`config.mk`:
```
export PLATFORM = sky130hd
export DESIGN_NAME = utf16_to_utf8_transcoder_flat
export DESIGN_NICKNAME = d
export VERILOG_FILES = /design/src/utt_pkg.sv /design/src/utt_if.sv /design/src/utf16_to_utf8_transcoder.sv /design/src/utt_front.sv /design/src/utt_job_fifo.sv /design/src/utt_back.sv /design/src/flat_wrapper.sv
export SDC_FILE = /design/constraint.sdc
export NUM_CORES = 1
export LEC_CHECK = 0
export BUFFER_PORTS_ARGS = -buffer_cell sky130_fd_sc_hd__buf_2
export CAP_MARGIN = 30
export CORE_MARGIN = 4
export CORE_UTILIZATION = 60
export CTS_CLUSTER_DIAMETER = 120
export DETAILED_ROUTE_END_ITERATION = 10
export GPL_ROUTABILITY_DRIVEN = 0
export PLACE_DENSITY = 0.86
export SYNTH_ARGS = -nofsm -noshare
export SYNTH_HDL_FRONTEND = slang
export SYNTH_SLANG_ARGS = --single-unit
```
`constraint.sdc`:
```
create_clock -name clk_i -period 6.62 [get_ports clk_i]
set_input_delay 0.331 -clock clk_i [delete_from_list [all_inputs] [get_ports clk_i]]
set_output_delay 0.331 -clock clk_i [all_outputs]
set_load 0.1 [all_outputs]
```
`src/utt_pkg.sv`:
```
// Shared types, constants and the UTF-8 encoder function for the UTF-16 to UTF-8 transcoder.
// Used by the config interface, the top level and every utt_* module; depends on nothing.
package utt_pkg;

  localparam int unsigned CfgIdxW = 2;
  localparam int unsigned CfgDataW = 32;

  // Configuration register indexes
  localparam logic [CfgIdxW-1:0] RegMode     = 2'd0;
  localparam logic [CfgIdxW-1:0] RegOrder    = 2'd1;
  localparam logic [CfgIdxW-1:0] RegReplByte = 2'd2;
  localparam logic [CfgIdxW-1:0] RegReplLen  = 2'd3;

  // Validation modes (code 3 behaves as stop)
  localparam logic [1:0] ModeStop    = 2'd0;
  localparam logic [1:0] ModeSkip    = 2'd1;
  localparam logic [1:0] ModeReplace = 2'd2;

  localparam logic [31:0] ReplBytesReset = 32'h00BD_BFEF;
  localparam logic [2:0]  ReplLenReset   = 3'd3;

  typedef struct packed {
    logic [1:0]  mode;
    logic        order;
    logic [31:0] repl_bytes;
    logic [2:0]  repl_len;
  } cfg_t;

  // One queued job: up to four bytes, or a single status-only result
  typedef struct packed {
    logic [3:0][7:0] bytes;
    logic [1:0]      last_idx;
    logic            byte_valid;
    logic            inv;
    logic            stop;
    logic            eos;
  } job_t;

  typedef struct packed {
    logic [3:0][7:0] bytes;
    logic [1:0]      last_idx;
  } enc_t;

  function automatic enc_t encode_cp(input logic [20:0] cp);
    enc_t e;
    e.bytes = '0;
    if (cp < 21'h80) begin
      e.bytes[0] = {1'b0, cp[6:0]};
      e.last_idx = 2'd0;
    end else if (cp < 21'h800) begin
      e.bytes[0] = 8'hC0 | {3'b0, cp[10:6]};
      e.bytes[1] = 8'h80 | {2'b0, cp[5:0]};
      e.last_idx = 2'd1;
    end else if (cp < 21'h10000) begin
      e.bytes[0] = 8'hE0 | {4'b0, cp[15:12]};
      e.bytes[1] = 8'h80 | {2'b0, cp[11:6]};
      e.bytes[2] = 8'h80 | {2'b0, cp[5:0]};
      e.last_idx = 2'd2;
    end else begin
      e.bytes[0] = 8'hF0 | {5'b0, cp[20:18]};
      e.bytes[1] = 8'h80 | {2'b0, cp[17:12]};
      e.bytes[2] = 8'h80 | {2'b0, cp[11:6]};
      e.bytes[3] = 8'h80 | {2'b0, cp[5:0]};
      e.last_idx = 2'd3;
    end
    return e;
  endfunction

endpackage

```
`src/utt_if.sv`:
```
// Valid/ready channel interfaces: UTF-16 unit input, UTF-8 byte output, config writes.
// Depends on utt_pkg for the config field widths.
interface utt_in_if;
  logic        valid;
  logic        ready;
  logic [15:0] raw_pair;
  logic        last_unit;
  modport source (output valid, raw_pair, last_unit, input ready);
  modport sink (input valid, raw_pair, last_unit, output ready);
endinterface

interface utt_out_if;
  logic       valid;
  logic       ready;
  logic [7:0] out_byte;
  logic       byte_valid;
  logic       last_of_run;
  logic       invalid_seen;
  logic       error_stop;
  logic       end_of_stream;
  modport source (output valid, out_byte, byte_valid, last_of_run, invalid_seen,
                  error_stop, end_of_stream, input ready);
  modport sink (input valid, out_byte, byte_valid, last_of_run, invalid_seen,
                error_stop, end_of_stream, output ready);
endinterface

interface utt_cfg_if;
  logic                          valid;
  logic                          ready;
  logic [utt_pkg::CfgIdxW-1:0]   index;
  logic [utt_pkg::CfgDataW-1:0]  data;
  modport source (output valid, index, data, input ready);
  modport sink (input valid, index, data, output ready);
endinterface

```
`src/utf16_to_utf8_transcoder.sv`:
```
// UTF-16 to UTF-8 transcoder top level: config registers, front end, job queue, sequencer.
// An accepted unit goes into the job queue, then its first byte into the output register.
// Throughput: one unit per cycle in unless the queue is full, one byte per cycle out unless
// stalled; a unit's N bytes (up to 4) hold the sequencer, the 2-entry queue absorbs the rest.
// Reset (rst_ni low, async): stream state, queue and output valid cleared; config to defaults.
// Depends on utt_pkg, utt_if, utt_front, utt_job_fifo, utt_back.
module utf16_to_utf8_transcoder (
  input  logic      clk_i,
  input  logic      rst_ni,
  utt_cfg_if.sink   cfg_i,
  utt_in_if.sink    in_i,
  utt_out_if.source out_o
);

  utt_pkg::cfg_t cfg_q;
  utt_pkg::job_t push_job, head_job;
  logic          push, q_full, pop, head_valid;

  assign cfg_i.ready = 1'b1;

  always_ff @(posedge clk_i or negedge rst_ni) begin
    if (!rst_ni) begin
      cfg_q.mode       <= utt_pkg::ModeStop;
      cfg_q.order      <= 1'b0;
      cfg_q.repl_bytes <= utt_pkg::ReplBytesReset;
      cfg_q.repl_len   <= utt_pkg::ReplLenReset;
    end else if (cfg_i.valid) begin
      case (cfg_i.index)
        utt_pkg::RegMode:     cfg_q.mode       <= cfg_i.data[1:0];
        utt_pkg::RegOrder:    cfg_q.order      <= cfg_i.data[0];
        utt_pkg::RegReplByte: cfg_q.repl_bytes <= cfg_i.data;
        utt_pkg::RegReplLen:  cfg_q.repl_len   <= cfg_i.data[2:0];
        default:              cfg_q            <= cfg_q;
      endcase
    end
  end

  utt_front u_front (
    .clk_i       (clk_i),
    .rst_ni      (rst_ni),
    .cfg_i       (cfg_q),
    .in_valid_i  (in_i.valid),
    .in_ready_o  (in_i.ready),
    .raw_pair_i  (in_i.raw_pair),
    .last_unit_i (in_i.last_unit),
    .push_o      (push),
    .job_o       (push_job),
    .q_full_i    (q_full)
  );

  utt_job_fifo u_fifo (
    .clk_i        (clk_i),
    .rst_ni       (rst_ni),
    .push_i       (push),
    .job_i        (push_job),
    .full_o       (q_full),
    .pop_i        (pop),
    .head_valid_o (head_valid),
    .head_o       (head_job)
  );

  utt_back u_back (
    .clk_i           (clk_i),
    .rst_ni          (rst_ni),
    .head_valid_i    (head_valid),
    .head_i          (head_job),
    .pop_o           (pop),
    .out_valid_o     (out_o.valid),
    .out_ready_i     (out_o.ready),
    .out_byte_o      (out_o.out_byte),
    .byte_valid_o    (out_o.byte_valid),
    .last_of_run_o   (out_o.last_of_run),
    .invalid_seen_o  (out_o.invalid_seen),
    .error_stop_o    (out_o.error_stop),
    .end_of_stream_o (out_o.end_of_stream)
  );

endmodule

```
`src/utt_front.sv`:
```
// Front end: accepts UTF-16 units, tracks surrogate/stream state, builds output jobs.
// Depends on utt_pkg (cfg_t, job_t, encode_cp).
module utt_front (
  input  logic              clk_i,
  input  logic              rst_ni,
  input  utt_pkg::cfg_t     cfg_i,
  input  logic              in_valid_i,
  output logic              in_ready_o,
  input  logic [15:0]       raw_pair_i,
  input  logic              last_unit_i,
  output logic              push_o,
  output utt_pkg::job_t     job_o,
  input  logic              q_full_i
);

  logic       lead_q, lead_d;
  logic [9:0] held_q, held_d;
  logic       sticky_q, sticky_d;
  logic       halted_q, halted_d;

  logic [15:0]   unit;
  logic          accept;
  logic          is_lead, is_trail;
  logic          invalid, end_lead, have_cp, stop;
  logic [20:0]   cp;
  utt_pkg::enc_t enc;
  logic [1:0]    repl_last;
  logic          have_bytes;

  assign in_ready_o = !q_full_i;
  assign accept     = in_valid_i && in_ready_o;
  assign unit       = cfg_i.order ? {raw_pair_i[7:0], raw_pair_i[15:8]} : raw_pair_i;
  assign is_lead    = (unit[15:10] == 6'b110110);
  assign is_trail   = (unit[15:10] == 6'b110111);
  assign enc        = utt_pkg::encode_cp(cp);

  always_comb begin
    case (cfg_i.repl_len)
      3'd0, 3'd1: repl_last = 2'd0;
      3'd2:       repl_last = 2'd1;
      3'd3:       repl_last = 2'd2;
      default:    repl_last = 2'd3;
    endcase
  end

  always_comb begin
    lead_d     = lead_q;
    held_d     = held_q;
    sticky_d   = sticky_q;
    halted_d   = halted_q;
    invalid    = 1'b0;
    end_lead   = 1'b0;
    have_cp    = 1'b0;
    stop       = 1'b0;
    have_bytes = 1'b0;
    cp         = {5'b0, unit};
    push_o     = 1'b0;
    job_o      = '0;

    if (halted_q) begin
      if (last_unit_i) begin
        push_o       = accept;
        job_o.inv    = sticky_q;
        job_o.stop   = 1'b1;
        job_o.eos    = 1'b1;
      end
    end else begin
      if (lead_q) begin
        lead_d = 1'b0;
        held_d = '0;
        if (is_trail) begin
          cp      = 21'h10000 + {1'b0, held_q, unit[9:0]};
          have_cp = 1'b1;
        end else begin
          invalid = 1'b1;
        end
      end else if (is_lead) begin
        if (last_unit_i) begin
          invalid  = 1'b1;
          end_lead = 1'b1;
        end else begin
          lead_d = 1'b1;
          held_d = unit[9:0];
        end
      end else begin
        have_cp = 1'b1;
      end

      if (invalid) begin
        sticky_d = 1'b1;
      end

      job_o.inv = sticky_q | invalid;
      job_o.eos = last_unit_i;

      if (have_cp) begin
        job_o.bytes      = enc.bytes;
        job_o.last_idx   = enc.last_idx;
        job_o.byte_valid = 1'b1;
        have_bytes       = 1'b1;
      end else if (invalid && cfg_i.mode == utt_pkg::ModeReplace) begin
        if (!end_lead) begin
          job_o.bytes      = cfg_i.repl_bytes;
          job_o.last_idx   = repl_last;
          job_o.byte_valid = 1'b1;
          have_bytes       = 1'b1;
        end
      end else if (invalid && cfg_i.mode != utt_pkg::ModeSkip) begin
        stop = 1'b1;
      end

      if (stop) begin
        job_o.stop = 1'b1;
        push_o     = accept;
        halted_d   = !last_unit_i;
      end else if (have_bytes || last_unit_i) begin
        push_o = accept;
      end
    end

    // every stream end clears the per-stream state
    if (last_unit_i) begin
      lead_d   = 1'b0;
      held_d   = '0;
      sticky_d = 1'b0;
      halted_d = 1'b0;
    end
  end

  always_ff @(posedge clk_i or negedge rst_ni) begin
    if (!rst_ni) begin
      lead_q   <= 1'b0;
      held_q   <= '0;
      sticky_q <= 1'b0;
      halted_q <= 1'b0;
    end else if (accept) begin
      lead_q   <= lead_d;
      held_q   <= held_d;
      sticky_q <= sticky_d;
      halted_q <= halted_d;
    end
  end

endmodule

```
`src/utt_job_fifo.sv`:
```
// Two-entry job queue between front end and byte sequencer.
// Depends on utt_pkg (job_t).
module utt_job_fifo (
  input  logic          clk_i,
  input  logic          rst_ni,
  input  logic          push_i,
  input  utt_pkg::job_t job_i,
  output logic          full_o,
  input  logic          pop_i,
  output logic          head_valid_o,
  output utt_pkg::job_t head_o
);

  utt_pkg::job_t mem_q [2];
  logic          wr_ptr_q, rd_ptr_q;
  logic [1:0]    count_q;

  assign full_o       = (count_q == 2'd2);
  assign head_valid_o = (count_q != 2'd0);
  assign head_o       = mem_q[rd_ptr_q];

  always_ff @(posedge clk_i) begin
    if (push_i) begin
      mem_q[wr_ptr_q] <= job_i;
    end
  end

  always_ff @(posedge clk_i or negedge rst_ni) begin
    if (!rst_ni) begin
      wr_ptr_q <= 1'b0;
      rd_ptr_q <= 1'b0;
      count_q  <= 2'd0;
    end else begin
      if (push_i) begin
        wr_ptr_q <= !wr_ptr_q;
      end
      if (pop_i) begin
        rd_ptr_q <= !rd_ptr_q;
      end
      case ({push_i, pop_i})
        2'b10:   count_q <= count_q + 2'd1;
        2'b01:   count_q <= count_q - 2'd1;
        default: count_q <= count_q;
      endcase
    end
  end

endmodule

```
`src/utt_back.sv`:
```
// Byte sequencer: walks the head job one byte per cycle, unless stalled, into the output register.
// Depends on utt_pkg (job_t).
module utt_back (
  input  logic          clk_i,
  input  logic          rst_ni,
  input  logic          head_valid_i,
  input  utt_pkg::job_t head_i,
  output logic          pop_o,
  output logic          out_valid_o,
  input  logic          out_ready_i,
  output logic [7:0]    out_byte_o,
  output logic          byte_valid_o,
  output logic          last_of_run_o,
  output logic          invalid_seen_o,
  output logic          error_stop_o,
  output logic          end_of_stream_o
);

  logic [1:0] idx_q, idx_d;
  logic       ovalid_q, ovalid_d;
  logic [7:0] byte_q;
  logic       bvalid_q, lrun_q, inv_q, stop_q, eos_q;
  logic       load, is_last;

  assign load    = head_valid_i && (!ovalid_q || out_ready_i);
  assign is_last = (idx_q == head_i.last_idx);
  assign pop_o   = load && is_last;

  always_comb begin
    idx_d = idx_q;
    if (load) begin
      idx_d = is_last ? 2'd0 : idx_q + 2'd1;
    end
    ovalid_d = ovalid_q;
    if (load) begin
      ovalid_d = 1'b1;
    end else if (out_ready_i) begin
      ovalid_d = 1'b0;
    end
  end

  always_ff @(posedge clk_i or negedge rst_ni) begin
    if (!rst_ni) begin
      idx_q    <= 2'd0;
      ovalid_q <= 1'b0;
    end else begin
      idx_q    <= idx_d;
      ovalid_q <= ovalid_d;
    end
  end

  always_ff @(posedge clk_i) begin
    if (load) begin
      byte_q   <= head_i.bytes[idx_q];
      bvalid_q <= head_i.byte_valid;
      lrun_q   <= is_last;
      inv_q    <= head_i.inv;
      stop_q   <= head_i.stop;
      eos_q    <= head_i.eos;
    end
  end

  assign out_valid_o     = ovalid_q;
  assign out_byte_o      = byte_q;
  assign byte_valid_o    = bvalid_q;
  assign last_of_run_o   = lrun_q;
  assign invalid_seen_o  = inv_q;
  assign error_stop_o    = stop_q;
  assign end_of_stream_o = eos_q;

endmodule
```
`src/flat_wrapper.sv`:
```
// flat-port wrapper written by rule: the top's interface ports become plain ports
module utf16_to_utf8_transcoder_flat 
  (clk_i, rst_ni, cfg_i_valid, cfg_i_index, cfg_i_data, cfg_i_ready, in_i_valid, in_i_raw_pair, in_i_last_unit, in_i_ready, out_o_valid, out_o_out_byte, out_o_byte_valid, out_o_last_of_run, out_o_invalid_seen, out_o_error_stop, out_o_end_of_stream, out_o_ready);
  utt_cfg_if cfg_i_i ();
  utt_in_if in_i_i ();
  utt_out_if out_o_i ();
  input  logic clk_i;
  input  logic rst_ni;
  input wire logic [$bits(cfg_i_i.valid)-1:0] cfg_i_valid;
  input wire logic [$bits(cfg_i_i.index)-1:0] cfg_i_index;
  input wire logic [$bits(cfg_i_i.data)-1:0] cfg_i_data;
  output wire logic [$bits(cfg_i_i.ready)-1:0] cfg_i_ready;
  input wire logic [$bits(in_i_i.valid)-1:0] in_i_valid;
  input wire logic [$bits(in_i_i.raw_pair)-1:0] in_i_raw_pair;
  input wire logic [$bits(in_i_i.last_unit)-1:0] in_i_last_unit;
  output wire logic [$bits(in_i_i.ready)-1:0] in_i_ready;
  output wire logic [$bits(out_o_i.valid)-1:0] out_o_valid;
  output wire logic [$bits(out_o_i.out_byte)-1:0] out_o_out_byte;
  output wire logic [$bits(out_o_i.byte_valid)-1:0] out_o_byte_valid;
  output wire logic [$bits(out_o_i.last_of_run)-1:0] out_o_last_of_run;
  output wire logic [$bits(out_o_i.invalid_seen)-1:0] out_o_invalid_seen;
  output wire logic [$bits(out_o_i.error_stop)-1:0] out_o_error_stop;
  output wire logic [$bits(out_o_i.end_of_stream)-1:0] out_o_end_of_stream;
  input wire logic [$bits(out_o_i.ready)-1:0] out_o_ready;
  assign cfg_i_i.valid = cfg_i_valid;
  assign cfg_i_i.index = cfg_i_index;
  assign cfg_i_i.data = cfg_i_data;
  assign cfg_i_ready = cfg_i_i.ready;
  assign in_i_i.valid = in_i_valid;
  assign in_i_i.raw_pair = in_i_raw_pair;
  assign in_i_i.last_unit = in_i_last_unit;
  assign in_i_ready = in_i_i.ready;
  assign out_o_valid = out_o_i.valid;
  assign out_o_out_byte = out_o_i.out_byte;
  assign out_o_byte_valid = out_o_i.byte_valid;
  assign out_o_last_of_run = out_o_i.last_of_run;
  assign out_o_invalid_seen = out_o_i.invalid_seen;
  assign out_o_error_stop = out_o_i.error_stop;
  assign out_o_end_of_stream = out_o_i.end_of_stream;
  assign out_o_i.ready = out_o_ready;
  utf16_to_utf8_transcoder u_core (.clk_i(clk_i), .rst_ni(rst_ni), .cfg_i(cfg_i_i), .in_i(in_i_i), .out_o(out_o_i));
endmodule
```
## Word level (Yosys, flattened, before mapping)

Memories as Yosys holds them, arrays and structs flattened.
Cells that the tools add are included.

| storage, ports and cells | value |
|---|---|
| flip-flop bits (word level) | 71 |
| latch bits | 0 |
| RAM bits | 76 |
| ROM bits | 0 |
| word-level logic and storage cells | 134 |
| memories kept | 1 |

Memory list:

| memory | words | width | rd ports | clocked after memory_dff | wr ports | line | source |
|---|---|---|---|---|---|---|---|
| u_core.u_fifo.mem_q | 2 | 38 | 1 | 0 | 1 | utt_job_fifo.sv:14 | `utt_pkg::job_t mem_q [2];` |

| operators by class | value |
|---|---|
| $add $sub $neg | 4 |
| $mul | 0 |
| divide/modulo/power cells | 0 |
| order comparisons | 4 |
| equal/unequal tests | 15 |
| shift operators | 0 |
| mux-type cells | 63 |
| bitwise operators | 1 |
| reductions and logical operators | 27 |

Operators with widths:

| operator | count |
|---|---|
| $mux W35 | 4 |
| $mux W21 | 3 |
| $mux W10 | 5 |
| $mux W24 | 2 |
| $mux W1 | 38 |
| $mux W16 | 2 |
| $add A17 B20 Y21 const A | 1 |
| $lt A21 B12 Y1 const B | 1 |
| $lt A21 B17 Y1 const B | 1 |
| $lt A21 B8 Y1 const B | 1 |
| $mux W18 | 1 |
| $bmux W8 S2 | 1 |
| $mux W8 | 2 |
| $eq A6 B6 Y1 const B | 2 |
| $eq A2 B2 Y1 const B | 5 |
| $reduce_and A2 Y1 | 5 |
| $reduce_bool A2 Y1 | 4 |
| $eq A3 B2 Y1 const B | 2 |
| $mux W3 | 2 |
| $pmux W2 S3 | 1 |
| $reduce_and A3 Y1 | 2 |
| $logic_and A1 B1 Y1 | 5 |
| $logic_not A1 Y1 | 5 |
| $add A2 B1 Y2 const B | 2 |
| other kinds (15) | 17 |

## Logic depth before layout (Yosys ltp)

| logic depth | value |
|---|---|
| depth in word-level cells | 15 |
| gate-level depth with buffers | 11 |
| gate-level depth less buffers | 10 |

## By module

A second synthesis with hierarchy kept.

| unflattened totals | value |
|---|---|
| cells, all modules | 522 |
| area, all modules | 7,395.8 µm² |

By module, submodules not included:

| module | instances | cells each | area an instance (µm²) | seq. area each (µm²) |
|---|---|---|---|---|
| utt_job_fifo | 1 | 134 | 2,975.4 | 2,382.3 |
| utt_front | 1 | 262 | 2,057.0 | 325.3 |
| utf16_to_utf8_transcoder | 1 | 85 | 1,604.0 | 978.4 |
| utt_back | 1 | 41 | 759.5 | 465.4 |

## Worst setup path before layout

OpenSTA, ideal clock, no wires.

| timing path | value |
|---|---|
| path type | register to register |
| start point | register u_core.u_fifo.count_q[0] |
| end point | memory u_core.u_fifo.mem_q[0][0] in the netlist's numbering (enable) |
| setup time | 0.433 ns |
| arrival | 3.507 ns |
| data required time | 6.187 ns |
| setup slack | 2.680 ns |
| stages on the path, launching flop included | 6 |
| buffers on the path | 1 |
| period minus slack after synthesis | 3.940 ns |
| cell sequence | dfrtp_1 nand2b_1 and2_1 clkbuf_1 o21ai_0 nor2_1 |

| between the ends | value |
|---|---|
| word-level cells in the longest chain between the ends | 8 |
| elaborated cells between the ends (all ways) | 9 |
| classes of those cells | eq/ne (1); mux (6); reduce/logical (2) |

RTL lines:

| item | line | source |
|---|---|---|
| start: declaration | utt_job_fifo.sv:16 | `logic [1:0] count_q;` |
| start signal: assignment | utt_job_fifo.sv:41 | `2'b10: count_q <= count_q + 2'd1;` |
| start signal: assignment | utt_job_fifo.sv:42 | `2'b01: count_q <= count_q - 2'd1;` |
| start signal: assignment | utt_job_fifo.sv:43 | `default: count_q <= count_q;` |
| $eq A2 B2 Y1 (*) | utt_job_fifo.sv:18 | `assign full_o = (count_q == 2'd2);` |
| $logic_not A1 Y1 (*) | utt_front.sv:30 | `assign in_ready_o = !q_full_i;` |
| named net in_i_ready | flat_wrapper.sv:16 | `output wire logic [$bits(in_i_i.ready)-1:0] in_i_ready;` |
| $logic_and A1 B1 Y1 (*) | utt_front.sv:31 | `assign accept = in_valid_i && in_ready_o;` |
| $mux W1 | utt_front.sv:116 | `end else if (have_bytes \|\| last_unit_i) begin` |
| $mux W1 | utt_front.sv:112 | `if (stop) begin` |
| $mux W1 (*) | utt_front.sv:60 | `if (halted_q) begin` |
| $mux W1 (*) | utt_job_fifo.sv:23 | `if (push_i) begin` |
| $mux W1 (not written as such) (*) | utt_job_fifo.sv:24 | `mem_q[wr_ptr_q] <= job_i;` |
| end: declaration | utt_job_fifo.sv:14 |  |

The timed path passes the listed nets; every way through them passes the cells marked *.

==> results_dict.tcl <==
set metrics [dict create \
    seqCellArea_um2 4150 \
    via_count 4910 \
    holdCritPathClass "input pin to async pin" \
    grt_max_degree 59 \
    grt_pass1_vias 4958 \
    slew_headroom 0.369 \
    netlist_area_um2 7020 \
    cp.required_ps 6810 \
    drive_gt1_frac 0.365 \
    ios 72 \
    cp_max_fo 32 \
    wl_per_cell_um 22.3 \
    post_cts_resize_count 0 \
    cellLeakagePower_uw 0.00309 \
    crit_slowest_cell "a21oi_2" \
    htreeDepth 4 \
    ys_ff_latch 147 \
    worst_slew_pin_slew_ps 946 \
    ys_warn_count 0 \
    rsz0062_at_grt "false" \
    synth-edff-count 89 \
    root_buffer "clkbuf_16" \
    diodes 0 \
    cts_setup_buffers 0 \
    min_period_ps 3720 \
    worstSkewPairLatency_ps 410 \
    grtUsageTotal 0.260 \
    vdd_drop_max_uv 316 \
    finalSetupViolCount 0 \
    layout_common_cells "edfxtp_1 (89), buf_2 (70), mux2_2 (61)" \
    dp_hpwl_um 11300 \
    die_area_um2 13500 \
    synthDistinctLibCells 61 \
    wl_um 16600 \
    final.setup.worst_slack_ps 2900 \
    die_w_um 116 \
    fin_nets 647 \
    cp.arrival_ps 3920 \
    crit_chain "buf_4, nor2b_2, and4_1, o21ai_1, a22o_1, a21oi_2, nand2_1, a211oi_1" \
    cts_tree "yes" \
    r2r_cells 8 \
    slew_violations 0 \
    cpPeakStageDelay_ps 860 \
    die-height_um 116 \
    fin_crit_sh 0.563 \
    place_ws_ps 3060 \
    clock_skew_ps 9.61 \
    final_common_cell "edfxtp_1" \
    worstSetupPathType "flip-flop to flip-flop" \
    tns_ps 0 \
    grt_pass1_wl_um 26400 \
    routed_via_density 6.59 \
    rows 39 \
    overflow 0 \
    cts.clk_slew.worst_paths_ps 60 \
    numCtsBuffers 17 \
    port-buffer-count 70 \
    cts_hold_buf 0 \
    avgSynthCellArea_um2 13.5 \
    async_flop_share 0.395 \
    first_pass_iters 6 \
    area_delta_synth_final_pct 14.5 \
    drv_cap 0 \
    fill_cells 736 \
    hold_viol 0 \
    syn-num-nets 578 \
    synthFlopType "edfxtp_1" \
    clock-sinks 147 \
    fmax_ghz 0.268 \
    cp-start-kind "flip-flop" \
    netlist_instances 520 \
    ant_nets 0 \
    multi_input_area_um2 2730 \
    core_region_area_um2 11400 \
    powerDensity_nw_per_um2 412 \
    clockBufferDepth 2 \
    grt_antenna_before_repair 0 \
    status "complete, no violations" \
    drt_iter0_drc 900 \
    drc 0 \
    end_kind "flip-flop" \
    initial_core_util 0.615 \
    yosysSeqAreaShare 0.591 \
]
==> cell usage after synthesis, drive strengths merged, types with 14 or more instances <==
library cell   n  area, µm²
a211oi        15        113
a21oi         28        148
buf           16       82.6
dfrtp         36        901
dfstp         22        578
edfxtp        89       2670
mux2          61        687
mux2i         18        184
mux4          16        360
nand2         21       81.3
nand3         14       82.6
nor2          41        156
o21ai         35        175
==> flip-flops by register name, summed over array words and instances (netlist names) <==
signal / flops
u_core.u_fifo.mem_q: 76
u_core.cfg_q: 38
u_core.u_front.held_q: 10
u_core.u_back.out_byte_o: 8
u_core.u_back.idx_q: 2
u_core.u_fifo.count_q: 2
u_core.u_back.byte_valid_o: 1
u_core.u_back.end_of_stream_o: 1
u_core.u_back.error_stop_o: 1
u_core.u_back.invalid_seen_o: 1
u_core.u_back.last_of_run_o: 1
u_core.u_back.out_valid_o: 1
u_core.u_fifo.rd_ptr_q: 1
u_core.u_fifo.wr_ptr_q: 1
u_core.u_front.halted_q: 1
u_core.u_front.lead_q: 1
u_core.u_front.sticky_q: 1
==> report_power, final <==
group,internal (µW),leakage (µW),switching (µW)
Combinational,344,0.00134,704
Sequential,1270,0.00149,121
Clock,525,0.000262,357
==> through the flow <==
stage / total power [µW] / std cells / hold slack (ps) / util / area, µm²
finish: 3310 / 745 / 57.0 / 0.704 / 8040
detailed placement: 2430 / 712 / 485 / 0.656 / 7490
floorplan: 2180 / 520 / 35.4 / - / 7020
CTS: 3320 / 744 / 80.5 / 0.704 / 8040
global route: 3440 / 745 / 133 / 0.704 / 8040
global placement: 2390 / 712 / 482 / 0.656 / 7490
==> layout make-up <==
| cell class | instances | area share |
|---|---|---|
| Clock buffer | 25 | 0.0619 |
| Clock inverter | 7 | 0.00607 |
| Inverter | 5 | 0.00233 |
| Multi-Input combinational cell | 339 | 0.339 |
| Sequential cell | 147 | 0.516 |
| Tap cell | 143 | 0.0222 |
| Timing Repair Buffer | 79 | 0.0520 |
==> worst max-delay path: cells and delay by family (launching register included) <==
| kind | cells | cell delay, ps |
|---|---|---|
| AO/OA/AOI/OAI | 4 | 1940 |
| AND/OR/NAND/NOR | 3 | 930 |
| flip-flops | 1 | 360 |
| buffers and inverters | 1 | 260 |
==> worst paths after layout <==
check,startpoint,end,slack (ps)
worst max-delay path,u_core.cfg_q[35],u_core.u_fifo.mem_q[1][31],2900
worst min-delay path,rst_ni,u_core.u_front.held_q[3],60
worst max register to register,u_core.cfg_q[35],u_core.u_fifo.mem_q[1][31],2900
min in group clk_i,out_o_ready,u_core.u_back.out_valid_o,130
worst min register to register,u_core.cfg_q[25],u_core.cfg_q[25],510
max in group asynchronous,rst_ni,u_core.cfg_q[25],6090
==> routing by layer <==
| layer | global-route usage | vias up | wire (µm) |
|---|---|---|---|
| li1 | - | 2137 | - |
| met1 | 0.340 | 2354 | 6330 |
| met2 | 0.421 | 340 | 7940 |
| met3 | 0.0544 | 79 | 1590 |
| met4 | 0.122 | 0 | 775 |
| met5 | 0 | - | 0 |
==> cells by family (layout without fill, tap and decap cells) <==
logic type,Yosys count,in the layout,share of synthesized area
compound gates,121,121,0.116
xor+xnor,9,9,0.0112
fa+ha+maj,2,2,0.00356
buf+inv,34,116,0.0214
flops,147,147,0.591
mux,95,95,0.175
other cells,1,1,0.000534
simple gates,111,111,0.0804
No activity file was read; power rests on OpenSTA's default activity.
